`src/tfun_pkg.sv`:
```
`timescale 1ns / 1ps

package tfun_pkg;

    localparam int MAX_VERTICES = 64;
    localparam int ADDR_W       = $clog2(MAX_VERTICES);
    localparam int IDX_W        = 8;
    localparam int CNT_W        = 7;
    localparam int COORD_W      = 16;
    localparam int VERT_W       = 3 * COORD_W;
    localparam int EDGE_W       = COORD_W + 1;
    localparam int PROD_W       = 2 * EDGE_W;
    localparam int CROSS_W      = PROD_W + 1;
    localparam int NORM_W       = 31;
    localparam int SUM_W        = 64;
    localparam int FRAC_W       = 14;
    localparam int LEN_W        = 32;
    localparam int NUM_W        = LEN_W + FRAC_W;
    localparam int QUO_W        = FRAC_W + 1;
    localparam int OUT_W        = 16;
    localparam int STEP_W       = 6;
    localparam int IN_DATA_W    = 80;
    localparam int OUT_DATA_W   = 48;

    localparam logic [CNT_W-1:0] MAX_CNT = CNT_W'(MAX_VERTICES);

    localparam logic REQ_VERTEX = 1'b0;
    localparam logic REQ_FACE   = 1'b1;

    localparam logic [1:0] ST_OK    = 2'd0;
    localparam logic [1:0] ST_BAD   = 2'd1;
    localparam logic [1:0] ST_DEGEN = 2'd2;

    localparam logic [STEP_W-1:0] READ_LAST  = STEP_W'(4);
    localparam logic [STEP_W-1:0] CROSS_LAST = STEP_W'(5);
    localparam logic [STEP_W-1:0] SQS_LAST   = STEP_W'(2);
    localparam logic [STEP_W-1:0] SQRT_LAST  = STEP_W'(31);
    localparam logic [STEP_W-1:0] DIV_LAST   = STEP_W'(47);

    typedef enum logic [2:0] {
        OP_IDLE,
        OP_READ,
        OP_CROSS,
        OP_ABS,
        OP_NORM,
        OP_SQSUM,
        OP_SQRT,
        OP_DIV
    } op_t;

    typedef struct packed {
        logic              take;
        op_t               op;
        logic [STEP_W-1:0] step;
    } cmd_t;

    typedef struct packed {
        logic bad;
        logic zero;
        logic norm_done;
    } stat_t;

endpackage

```
`src/tfun_ctrl.sv`:
```
`timescale 1ns / 1ps

module tfun_ctrl
    import tfun_pkg::*;
(
    input  logic  clk,
    input  logic  rst_n,
    input  logic  s_tvalid,
    output logic  s_tready,
    input  logic  req_type,
    output logic  m_tvalid,
    input  logic  m_tready,
    input  stat_t stat,
    output cmd_t  cmd
);

    typedef enum logic [8:0] {
        S_IDLE  = 9'b000000001,
        S_READ  = 9'b000000010,
        S_CROSS = 9'b000000100,
        S_ABS   = 9'b000001000,
        S_NORM  = 9'b000010000,
        S_SQSUM = 9'b000100000,
        S_SQRT  = 9'b001000000,
        S_DIV   = 9'b010000000,
        S_OUT   = 9'b100000000
    } state_t;

    state_t            state_reg, state_next;
    logic [STEP_W-1:0] step_reg, step_next;
    logic              take;

    assign s_tready = (state_reg == S_IDLE);
    assign m_tvalid = (state_reg == S_OUT);
    assign take     = s_tvalid && s_tready;

    always_comb
    begin
        state_next = state_reg;
        step_next  = step_reg + STEP_W'(1);
        cmd.take   = take;
        cmd.step   = step_reg;
        cmd.op     = OP_IDLE;
        unique case (state_reg)
            S_IDLE:
            begin
                step_next = '0;
                if (take && req_type == REQ_FACE)
                begin
                    state_next = S_READ;
                end
            end
            S_READ:
            begin
                cmd.op = OP_READ;
                if (step_reg == '0 && stat.bad)
                begin
                    state_next = S_OUT;
                end
                else if (step_reg == READ_LAST)
                begin
                    state_next = S_CROSS;
                    step_next  = '0;
                end
            end
            S_CROSS:
            begin
                cmd.op = OP_CROSS;
                if (step_reg == CROSS_LAST)
                begin
                    state_next = S_ABS;
                end
            end
            S_ABS:
            begin
                cmd.op     = OP_ABS;
                state_next = S_NORM;
            end
            S_NORM:
            begin
                cmd.op    = OP_NORM;
                step_next = '0;
                if (stat.zero)
                begin
                    state_next = S_OUT;
                end
                else if (stat.norm_done)
                begin
                    state_next = S_SQSUM;
                end
            end
            S_SQSUM:
            begin
                cmd.op = OP_SQSUM;
                if (step_reg == SQS_LAST)
                begin
                    state_next = S_SQRT;
                    step_next  = '0;
                end
            end
            S_SQRT:
            begin
                cmd.op = OP_SQRT;
                if (step_reg == SQRT_LAST)
                begin
                    state_next = S_DIV;
                    step_next  = '0;
                end
            end
            S_DIV:
            begin
                cmd.op = OP_DIV;
                if (step_reg == DIV_LAST)
                begin
                    state_next = S_OUT;
                end
            end
            S_OUT:
            begin
                if (m_tready)
                begin
                    state_next = S_IDLE;
                end
            end
            default:
            begin
                state_next = S_IDLE;
            end
        endcase
    end

    always_ff @(posedge clk or negedge rst_n)
    begin
        if (!rst_n)
        begin
            state_reg <= S_IDLE;
            step_reg  <= '0;
        end
        else
        begin
            state_reg <= state_next;
            step_reg  <= step_next;
        end
    end

endmodule

```
`config.mk`:
```
export PLATFORM = sky130hd
export DESIGN_NAME = tfun_ctrl
export DESIGN_NICKNAME = d
export VERILOG_FILES = /design/src/tfun_pkg.sv /design/src/tfun_ctrl.sv
export SDC_FILE = /design/constraint.sdc
export NUM_CORES = 1
export LEC_CHECK = 0
export BUFFER_PORTS_ARGS = -buffer_cell sky130_fd_sc_hd__buf_2
export CAP_MARGIN = 10
export CORE_AREA = 2 2 52 54
export DETAILED_ROUTE_END_ITERATION = 6
export DIE_AREA = 0 0 54 56
export PLACE_DENSITY = 0.69
export SYNTH_ARGS = -nofsm -noshare
export SYNTH_HDL_FRONTEND = slang
export SYNTH_SLANG_ARGS = --single-unit
```
`constraint.sdc`:
```
create_clock -name clk -period 2.2 [get_ports clk]
set_input_delay 0.22 -clock clk [delete_from_list [all_inputs] [get_ports clk]]
set_output_delay 0.22 -clock clk [all_outputs]
set_load 0.02 [all_outputs]
```
==> metrics.md, run 1 <==
| Metric | Value |
|---|---|
| Number of I/O port buffers | `19` |
| Power per cell area | `1110 nW/µm²` |
| Synth Instances | `around 130` |
| LEAKAGE | `slightly above 0.7 nW` |
| Post-synth top area cell | `dfrtp_1` |
| Pin count of the biggest net entering global routing | `16` |
| #FFs+latches synth | `15` |
| Endpoints failing setup | `15` |
| Clock Path Buffers | `2` |
| EDFF count, synth | `0` |
| Final Max Slew Viols | `0` |
| Simple-gate share of the synthesized area | `33.8%` |
| Failing checks | `negative setup slack` |
| Die Area | `3020 µm²` |
| Critical Path Source Type | `flop` |
| Post-Synth Adder-Cell Area | `4.38%` |
| Die X | `54 µm` |
| Post-DP HPWL | `2370 µm` |
| Layout Nets | `187` |
| Worst hold slack | `0.135 ns` |
| First-pass DRT Iterations | `4` |
| Grt ovf | `0` |
| Initial drt markers | `66` |
| Commonest non-fill, non-tap cell in the layout | `buf_4` |
| GRT Overall Usage | `24.1%` |
| Number of routed nets with antenna violations | `0` |
| Worst skew pair latency | `between 0.2 and 0.3 ns` |
| Critical path class | `reg2reg` |
| CTS Buf Count | `3` |
| Drt total wl | `between 3000 and 4000 µm` |
| Post-Synth XOR/XNOR Area | `4.60%` |
| Endpoints failing hold | `0` |
| Worst Tran Pin Value | `0.526 ns` |
| Critical Path RT | `around 2.4 ns` |
| Mux cell area share after synthesis | `0%` |
| WP buf/inv | `1` |
| Compound-Gate Fraction of Synth Area | `a little under a fifth` |
| Proportion of layout cells with a drive suffix above 1 | `42.0%` |
| Final TNS setup | `-1.12 ns` |
| Worst slew margin | `64.5%` |
| CTS root buf | `clkbuf_4` |
| Final Skew | `just over 0.006 ns` |
| First-pass GRT wire length | `5420 µm` |
| Largest family of logic cells by synthesized area | `simple AND/OR/NAND/NOR gates` |
| Cells after DPL | `between 150 and 200` |
| Critical path data arrival time | `about 2.5 ns` |
| Synth warn | `0` |
| DRC Markers | `0` |
| Diodes inserted | `0` |
| Minimum clock period | `2.32 ns` |
| Synth cell types | `44` |
| Boundary Pins | `20` |
| Mapped cell area | `around 1100 µm²` |
| Max Fanout on Critical Path | `6` |
| Critical-path cell with the highest stage delay | `or4_4` |
| Crit end category | `flop` |
| Critical-path cell list | `or4_4, buf_4, or4_2, a21oi_2, nand4b_4, o22ai_1` |
| Status | `finished, violations left` |
| Ys flop type | `dfrtp_1` |
| Layout Cells excl Fill | `204` |
| Slowest stage delay, CP | `0.57 ns` |
| DR WL/cell | `17.2 µm` |
| Hold WC Path Type | `in2reg` |
| RD Place Congestion | `0.990` |
| Max reg flops | `9` |
| Area of the core | `between 2000 and 2500 µm²` |
| Clock net sink count | `15` |
| Vias per cell | `6.23` |
| Initial core utilization | `about 47%` |
| Reg clk slew, reported paths | `0.10 ns` |
| Yosys top cell area share | `30.6%` |
| Setup WS post-layout | `-0.118 ns` |
| Asr flop ratio synth | `between 90% and 100%` |
| RSZ-0062 raised after global routing | `yes` |
| Die H | `56 µm` |
| Vias in the first global route | `1160` |
| CP delay by family, top | `simple AND/OR/NAND/NOR gates` |
| Area Overhead vs Synth | `36.9%` |
| Most frequent cells in the layout | `buf_4, buf_2, dfrtp_1` |
| Peak clock frequency supported by timing | `431 MHz` |
| H-tree levels | `1` |
| Maxcap violations | `0` |
| Floorplan row count | `18` |
| Seq/Total Area, Yosys | `roughly a third` |
| Antenna violations before repair | `0` |
| Vias | `about 1300` |
| Average cell area after synthesis | `8.60 µm²` |
| Post-Synthesis Net Count | `between 100 and 150` |
| Peak supply drop | `around 0.63 mV` |
| Fin crit share | `105%` |
| CTS tree | `done` |
| Area contributors post-synth | `dfrtp_1, nor2_1, ha_1, or4b_2, o31ai_1` |
==> routing by layer <==
metal,up-vias,GRT usage [%],share of wire (%)
met4,0,11.1,3.2
met3,21,3.76,5.7
met1,605,29.7,39
li1,574,-,-
met2,71,39.7,52
met5,-,0,0
==> timing repair <==
item	CTS	global route
pin swaps	4	8
endpoints found under the setup margin	7	17
hold buffers	1	0
setup buffers	3	9
hold endpoints to repair	14	0
gates resized for setup	8	14
==> cells by family (layout without fill, tap and decap cells) <==
logic type                 count (synthesis)  after routing
AOI/OAI and AO/OA                         31             31
buffers and inverters                     15             56
and+or+nand+nor                           62             62
xor gates and xnor gates                   6              6
DFF                                       15             15
adders and majority gates                  4              4
==> layout make-up <==
type,count,area [µm²]
inverter,7,26.3
fill,210,867
multi-input combinational,103,777
clock inverter,1,5.00
sequential,15,377
clock buffer,3,22.5
tap,30,37.5
timing repair buffer,45,320
==> worst paths after layout <==
| check | to | cells after the start | from | slack (ns) |
|---|---|---|---|---|
| setup / recovery | state_reg[8] | 6 | state_reg[2] | -0.12 |
| hold / removal | state_reg[8] | 2 | m_tready | 0.14 |
| setup reg to reg | state_reg[8] | 6 | state_reg[2] | -0.12 |
| hold reg to reg | step_reg[0] | 2 | step_reg[0] | 0.58 |
| max in group asynchronous | state_reg[0] | 2 | rst_n | 1.54 |
| min in group asynchronous | step_reg[5] | 2 | rst_n | 0.36 |
==> through the flow <==
step	total power, mW	cell area [µm²]	utilization (%)	worst slack [ns]
floorplan	1.02	1150	-	0.0319
global placement	1.26	1340	55.0	0.0795
detailed placement	1.29	1340	55.0	0.0354
CTS	1.53	1440	59.1	-0.119
global route	1.84	1570	64.4	-0.177
finish	1.73	1570	64.4	-0.118
==> Yosys cell counts, types with 2 or more instances <==
cell type	count
or3_1	3
o21ai_0	5
nor2_1	14
dfrtp_1	14
a21oi_1	6
buf_2	3
o22ai_1	2
a31oi_1	3
or4b_2	5
nand2_1	9
clkbuf_1	3
or4_4	2
nor2b_1	2
xnor2_1	3
and2_1	4
ha_1	4
nor4_1	3
o31ai_1	5
inv_1	7
xor2_1	3
or4_2	2
nand3_1	6
nor3_1	3
or2_2	2
==> report_power, final <==
group / switching [mW] / leakage (nW) / internal [mW]
combinational: 0.644 / 0.487 / 0.530
sequential: 0.0548 / 0.202 / 0.336
clock: 0.100 / 0.0177 / 0.0677
total: 0.799 / 0.706 / 0.934
==> worst register-to-register path, delay by kind of cell (launching register included) <==
family / cells / cell delay (ns)
AND/OR/NAND/NOR: 3 / 1.34
buffers and inverters: 1 / 0.17
flip-flops: 1 / 0.42
AO/OA/AOI/OAI: 2 / 0.27
(Power assumes the default switching activity.)
==> run 2: changes to the inputs <==
--- a/config.mk
+++ b/config.mk
@@ -7,10 +7,11 @@
 export LEC_CHECK = 0
 export BUFFER_PORTS_ARGS = -buffer_cell sky130_fd_sc_hd__buf_2
 export CAP_MARGIN = 10
-export CORE_AREA = 2 2 52 54
+export CORE_AREA = 2 2 57 59
 export DETAILED_ROUTE_END_ITERATION = 6
-export DIE_AREA = 0 0 54 56
-export PLACE_DENSITY = 0.69
+export DIE_AREA = 0 0 59 61
+export GPL_TIMING_DRIVEN = 0
+export PLACE_DENSITY = 0.59
 export SYNTH_ARGS = -nofsm -noshare
 export SYNTH_HDL_FRONTEND = slang
 export SYNTH_SLANG_ARGS = --single-unit
==> metrics.md, run 2 (same netlist as run 1, synthesis figures left out) <==
| Metric | Value |
|---|---|
| Status | `finished, violations left` |
| Failing checks | `negative setup slack` |
| Max reg flops | `9 (unchanged)` |
| Clock net sink count | `15 (unchanged)` |
| Endpoints failing hold | `0 (unchanged)` |
| RSZ-0062 raised after global routing | `yes` |
| DRC Markers | `0 (unchanged)` |
| Worst Tran Pin Value | `0.566 ns (+0.0401 ns)` |
| Clock Path Buffers | `2 (unchanged)` |
| Worst hold slack | `0.132 ns (-0.00301 ns)` |
| GRT Overall Usage | `18.5% (-5.6 points)` |
| Number of I/O port buffers | `19 (unchanged)` |
| Max Fanout on Critical Path | `3 (-3)` |
| Die Area | `3600 µm² (+19%)` |
| First-pass DRT Iterations | `4 (unchanged)` |
| CTS Buf Count | `3 (unchanged)` |
| Area Overhead vs Synth | `35.4%` |
| Critical Path Source Type | `flop` |
| Vias in the first global route | `1067 (-8.0%)` |
| DR WL/cell | `16.1 µm (-6.4%)` |
| H-tree levels | `1 (unchanged)` |
| Initial core utilization | `38.7% (-8.3 points)` |
| Pin count of the biggest net entering global routing | `16 (unchanged)` |
| Setup WS post-layout | `-0.0708 ns (+0.0469 ns)` |
| Vias per cell | `5.94 (-4.7%)` |
| Crit. Startpoint | `state_reg[2]` |
| Grt ovf | `0 (unchanged)` |
| Crit end category | `flop` |
| Diodes inserted | `0 (unchanged)` |
| Worst slew margin | `62.0% (-2.5 points)` |
| Commonest non-fill, non-tap cell in the layout | `buf_2` |
| Power per cell area | `1100 nW/µm² (-0.58%)` |
| Boundary Pins | `20 (unchanged)` |
| Worst flop-to-flop path startpoint | `state_reg[2]` |
| Die H | `61 µm (+8.9%)` |
| Final Max Slew Viols | `0 (unchanged)` |
| Peak supply drop | `0.611 mV (-3.4%)` |
| # fillers | `286 (+36%)` |
| RD Place Congestion | `0.837 (-15%)` |
| Antenna violations before repair | `0 (unchanged)` |
| CTS root buf | `clkbuf_4` |
| Initial drt markers | `55 (-17%)` |
| Endpoints failing setup | `15 (unchanged)` |
| Worst skew pair latency | `0.29 ns (about the same)` |
| Critical path data arrival time | `2.46 ns (-0.02 ns)` |
| Critical path class | `reg2reg` |
| Hold Startpoint | `stat[1]` |
| Drt total wl | `3220 µm (-8.3%)` |
| Post-DP HPWL | `2170 µm (-8.6%)` |
| Final Skew | `0.00430 ns (-0.00190 ns)` |
| Maxcap violations | `0 (unchanged)` |
| Number of routed nets with antenna violations | `0 (unchanged)` |
| Most frequent cells in the layout | `buf_2, buf_4, nor2_1, dfrtp_1, nand2_1` |
| Reg clk slew, reported paths | `0.10 ns (about the same)` |
| Critical Path RT | `2.39 ns (+0.02 ns)` |
| First-pass GRT wire length | `4970 µm (-8.4%)` |
| Die X | `59 µm (+9.3%)` |
| Fin crit share | `103% (-2.1 points)` |
| Hold WC Path Type | `in2reg` |
| Area of the core | `2950 µm² (+21%)` |
| Floorplan row count | `20 (+2)` |
| Vias | `1188 (-6.5%)` |
| Peak clock frequency supported by timing | `440 MHz (+2.1%)` |
| CTS tree | `done` |
| Minimum clock period | `2.27 ns (-0.0469 ns)` |
| Final core occ | `52.5% (-12 points)` |
| LEAKAGE | `0.673 nW (-4.7%)` |
| Proportion of layout cells with a drive suffix above 1 | `43.1% (+1.2 points)` |
| Layout Nets | `180 (-3.7%)` |
-- run 2: power breakdown --
| group | switching, mW | leakage (nW) | total [mW] | internal, mW |
|---|---|---|---|---|
| Clock | 0.0951 | 0.0150 | 0.166 | 0.0704 |
| Combinational | 0.636 | 0.462 | 1.15 | 0.518 |
| Sequential | 0.0498 | 0.196 | 0.385 | 0.335 |
| Total | 0.781 | 0.673 | 1.71 | 0.924 |
-- run 2: layout make-up --
type | instances | area [µm²] | share of cell area [%]
multi-input combinational | 103 | 811 | 52.3
sequential | 15 | 380 | 24.6
timing repair buffer | 32 | 216 | 14.0
buffer | 6 | 47.5 | 3.07
tap | 33 | 41.3 | 2.67
clock buffer | 4 | 26.3 | 1.70
inverter | 7 | 26.3 | 1.70
-- run 2: worst max-delay path, stage by stage, from the launching register on --
cell and delay (ns):
dfrtp_1 0.41, or4_4 0.55, or4_4 0.44, buf_6 0.14, nor4b_4 0.30, o221ai_1 0.15, and2_1 0.19
-- run 2: final timing paths --
check / end / slack (ns) / cells after the start
max: step_reg[1] / -0.07 / 6
min: state_reg[5] / 0.13 / 2
min in group asynchronous: step_reg[0] / 0.37 / 2
min reg2reg: step_reg[0] / 0.54 / 1
max reg2reg: step_reg[1] / -0.07 / 6
max in group asynchronous: state_reg[0] / 1.53 / 2
-- run 2: metrics by stage --
stage	setup TNS (ns)	worst slack, ns	total power, mW	instance area [µm²]	cells
after global placement	-0.151	-0.0451	1.21	1280	185
after CTS	-0.776	-0.103	1.55	1440	194
final	-0.478	-0.0708	1.71	1550	200
after global routing	-1.47	-0.162	1.82	1550	200
after detailed placement	-0.193	-0.0375	1.23	1280	185
after floorplan	0	0.0319	1.02	1150	133
-- run 2: metal layers --
layer / share of wire, % / global-route usage [%]
met5: 0 / 0
met4: 3.5 / 9.74
met3: 3.3 / 2.35
met2: 50 / 31.9
met1: 43 / 22.5
-- run 2: timing repair --
action,CTS,global route
setup buffers,6,6
hold buffers,1,0
pin swaps,9,6
endpoints found under the hold margin,14,0
endpoints found under the setup margin,11,17
resized for setup,19,19
==> run 3: changes to the inputs <==
--- a/config.mk
+++ b/config.mk
@@ -11,7 +11,7 @@
 export DETAILED_ROUTE_END_ITERATION = 6
 export DIE_AREA = 0 0 59 61
 export GPL_TIMING_DRIVEN = 0
-export PLACE_DENSITY = 0.59
+export PLACE_DENSITY = 0.56
 export SYNTH_ARGS = -nofsm -noshare
 export SYNTH_HDL_FRONTEND = slang
 export SYNTH_SLANG_ARGS = --single-unit
==> constraint.sdc (replaced) <==
create_clock -name clk -period 2.6 [get_ports clk]
set_input_delay 0.26 -clock clk [delete_from_list [all_inputs] [get_ports clk]]
set_output_delay 0.26 -clock clk [all_outputs]
set_load 0.02 [all_outputs]
==> metrics.md, run 3 (same netlist as run 1, synthesis figures left out) <==
| Metric | Value |
|---|---|
| First-pass GRT wire length | `5090 µm (+2.5%)` |
| LEAKAGE | `0.594 nW (-12%)` |
| DR WL/cell | `15.3 µm (-4.8%)` |
| Most frequent cells in the layout | `buf_2, nor2_1, dfrtp_1` |
| Max Fanout on Critical Path | `6 (+3)` |
| Setup WS post-layout | `0.0927 ns (+0.164 ns)` |
| Endpoints failing hold | `0 (unchanged)` |
| Number of I/O port buffers | `19 (unchanged)` |
| Diodes inserted | `0 (unchanged)` |
| Minimum clock period | `approximately 2.5 ns` |
| Drt total wl | `2930 µm (-9.1%)` |
| Clock Path Buffers | `2 (unchanged)` |
| Die Area | `3600 µm² (unchanged)` |
| Number of routed nets with antenna violations | `0 (unchanged)` |
| Endpoints failing setup | `0 (-15)` |
| Reg clk slew, reported paths | `0.10 ns (about the same)` |
| Layout Nets | `171 (-5.0%)` |
| Critical Path Source Type | `flop` |
| RSZ-0062 raised after global routing | `no` |
| CTS root buf | `clkbuf_4` |
| Worst Tran Pin Value | `0.507 ns (-0.0589 ns)` |
| Final core occ | `45.4% (-7.0 points)` |
| # fillers | `309 (+8.0%)` |
| Worst slack, placed | `0.297 ns (+0.335 ns)` |
| Peak supply drop | `0.442 mV (-28%)` |
| Status | `finished clean` |
| CTS tree | `done` |
| DRC Markers | `0 (unchanged)` |
| Peak clock frequency supported by timing | `399 MHz` |
| Grt ovf | `0 (unchanged)` |
| Clock net sink count | `15 (unchanged)` |
| Final Skew | `0.0151 ns (+0.0108 ns)` |
| Power per cell area | `893 nW/µm² (-19%)` |
| Die H | `61 µm (unchanged)` |
| Max reg flops | `9 (unchanged)` |
| Worst flop-to-flop path startpoint | `state_reg[3]` |
| Final Instance Area | `1340 µm² (-13%)` |
| Overall Power | `1.20 mW (-30%)` |
| Post-DP Area | `1280 µm² (-0.19%)` |
| Flop-to-flop setup slack | `0.17 ns (+0.24 ns)` |
| Layout Cells excl Fill | `191 (-4.5%)` |
| Area Overhead vs Synth | `17.3%` |
| Post-DP HPWL | `2240 µm (+3.6%)` |
| Worst slew margin | `65.9% (+4.0 points)` |
| Crit end category | `output pin` |
| Maxcap violations | `0 (unchanged)` |
| Commonest non-fill, non-tap cell in the layout | `buf_2` |
| Fin crit share | `a little under 100%` |
| Worst r2r path cells | `6 (unchanged)` |
| Final TNS setup | `0 ns (+0.478 ns)` |
| Hold WC Path Type | `in2reg` |
| Depth of the worst hold-timing path | `2 (unchanged)` |
| Critical Path RT | `2.34 ns (-0.05 ns)` |
| First-pass DRT Iterations | `4 (unchanged)` |
| Vias per cell | `5.84 (-1.6%)` |
| Pin count of the biggest net entering global routing | `16 (unchanged)` |
| Critical path class | `reg2out` |
| RR Endpoint | `state_reg[6]` |
| Critical path data arrival time | `2.25 ns (-0.21 ns)` |
| Floorplan row count | `20 (unchanged)` |
| Hold endpoint | `state_reg[5]` |
| Hold Startpoint | `stat[1]` |
| Boundary Pins | `20 (unchanged)` |
| Cells after DPL | `185 (unchanged)` |
| Antenna violations before repair | `0 (unchanged)` |
| Initial drt markers | `27 (-51%)` |
| Initial core utilization | `38.7% (unchanged)` |
| Worst hold slack | `0.174 ns (+0.0420 ns)` |
| RD Place Congestion | `0.815 (-2.6%)` |
| CTS Buf Count | `3 (unchanged)` |
| Final Max Slew Viols | `0 (unchanged)` |
| Area of the core | `2950 µm² (unchanged)` |
| Vias | `1116 (-6.1%)` |
| Vias in the first global route | `1091 (+2.2%)` |
| GRT Overall Usage | `19.0% (+0.57 points)` |
| Proportion of layout cells with a drive suffix above 1 | `30.4% (-13 points)` |
| Worst skew pair latency | `0.29 ns (about the same)` |
| H-tree levels | `1 (unchanged)` |
| Die X | `59 µm (unchanged)` |
-- run 3: report_power, final --
part	total (mW)	switching [mW]	leakage, nW	internal, mW
logic	0.715	0.427	0.377	0.288
registers	0.345	0.0606	0.200	0.285
clock network	0.138	0.0805	0.0177	0.0572
total	1.20	0.569	0.594	0.630
-- run 3: area by class of cell --
type,count,area (µm²),share of cell area (%)
buffer,7,35.0,2.61
clock buffer,3,22.5,1.68
clock inverter,1,5.00,0.373
inverter,7,26.3,1.96
multi-input combinational,103,713,53.2
sequential,15,378,28.2
tap,33,41.3,3.08
timing repair buffer,22,120,8.96
-- run 3: worst max-delay path, cell delays in order (launching register included) --
cell and delay [ns]:
dfrtp_1 0.44, buf_4 0.16, or4_4 0.53, or4_4 0.47, o22ai_1 0.18, buf_2 0.19
-- run 3: worst max-delay path by stage --
stage	start	cells past startpoint	to	slack [ns]
after CTS	state_reg[2]	7	cmd[9]	0.02
after global placement	state_reg[3]	7	cmd[9]	0.33
after detailed placement	step_reg[0]	6	state_reg[6]	0.30
after floorplan	state_reg[3]	6	cmd[9]	0.27
after global routing	state_reg[3]	5	cmd[8]	0.007
final	state_reg[3]	5	cmd[8]	0.09
-- run 3: what timing repair did --
item                       4_1_cts  5_1_grt
hold buffers                     1        0
hold endpoints to repair        14        0
resized for setup                1        3
setup endpoints to repair        1        1
setup buffers                    0        2
-- run 3: routing by layer --
layer	share of wire, %	GRT usage [%]	up-vias
met1	44	23.4	535
met5	0	0	-
li1	-	-	545
met4	2.7	9.74	0
met3	3.8	2.35	8
met2	50	32.9	28
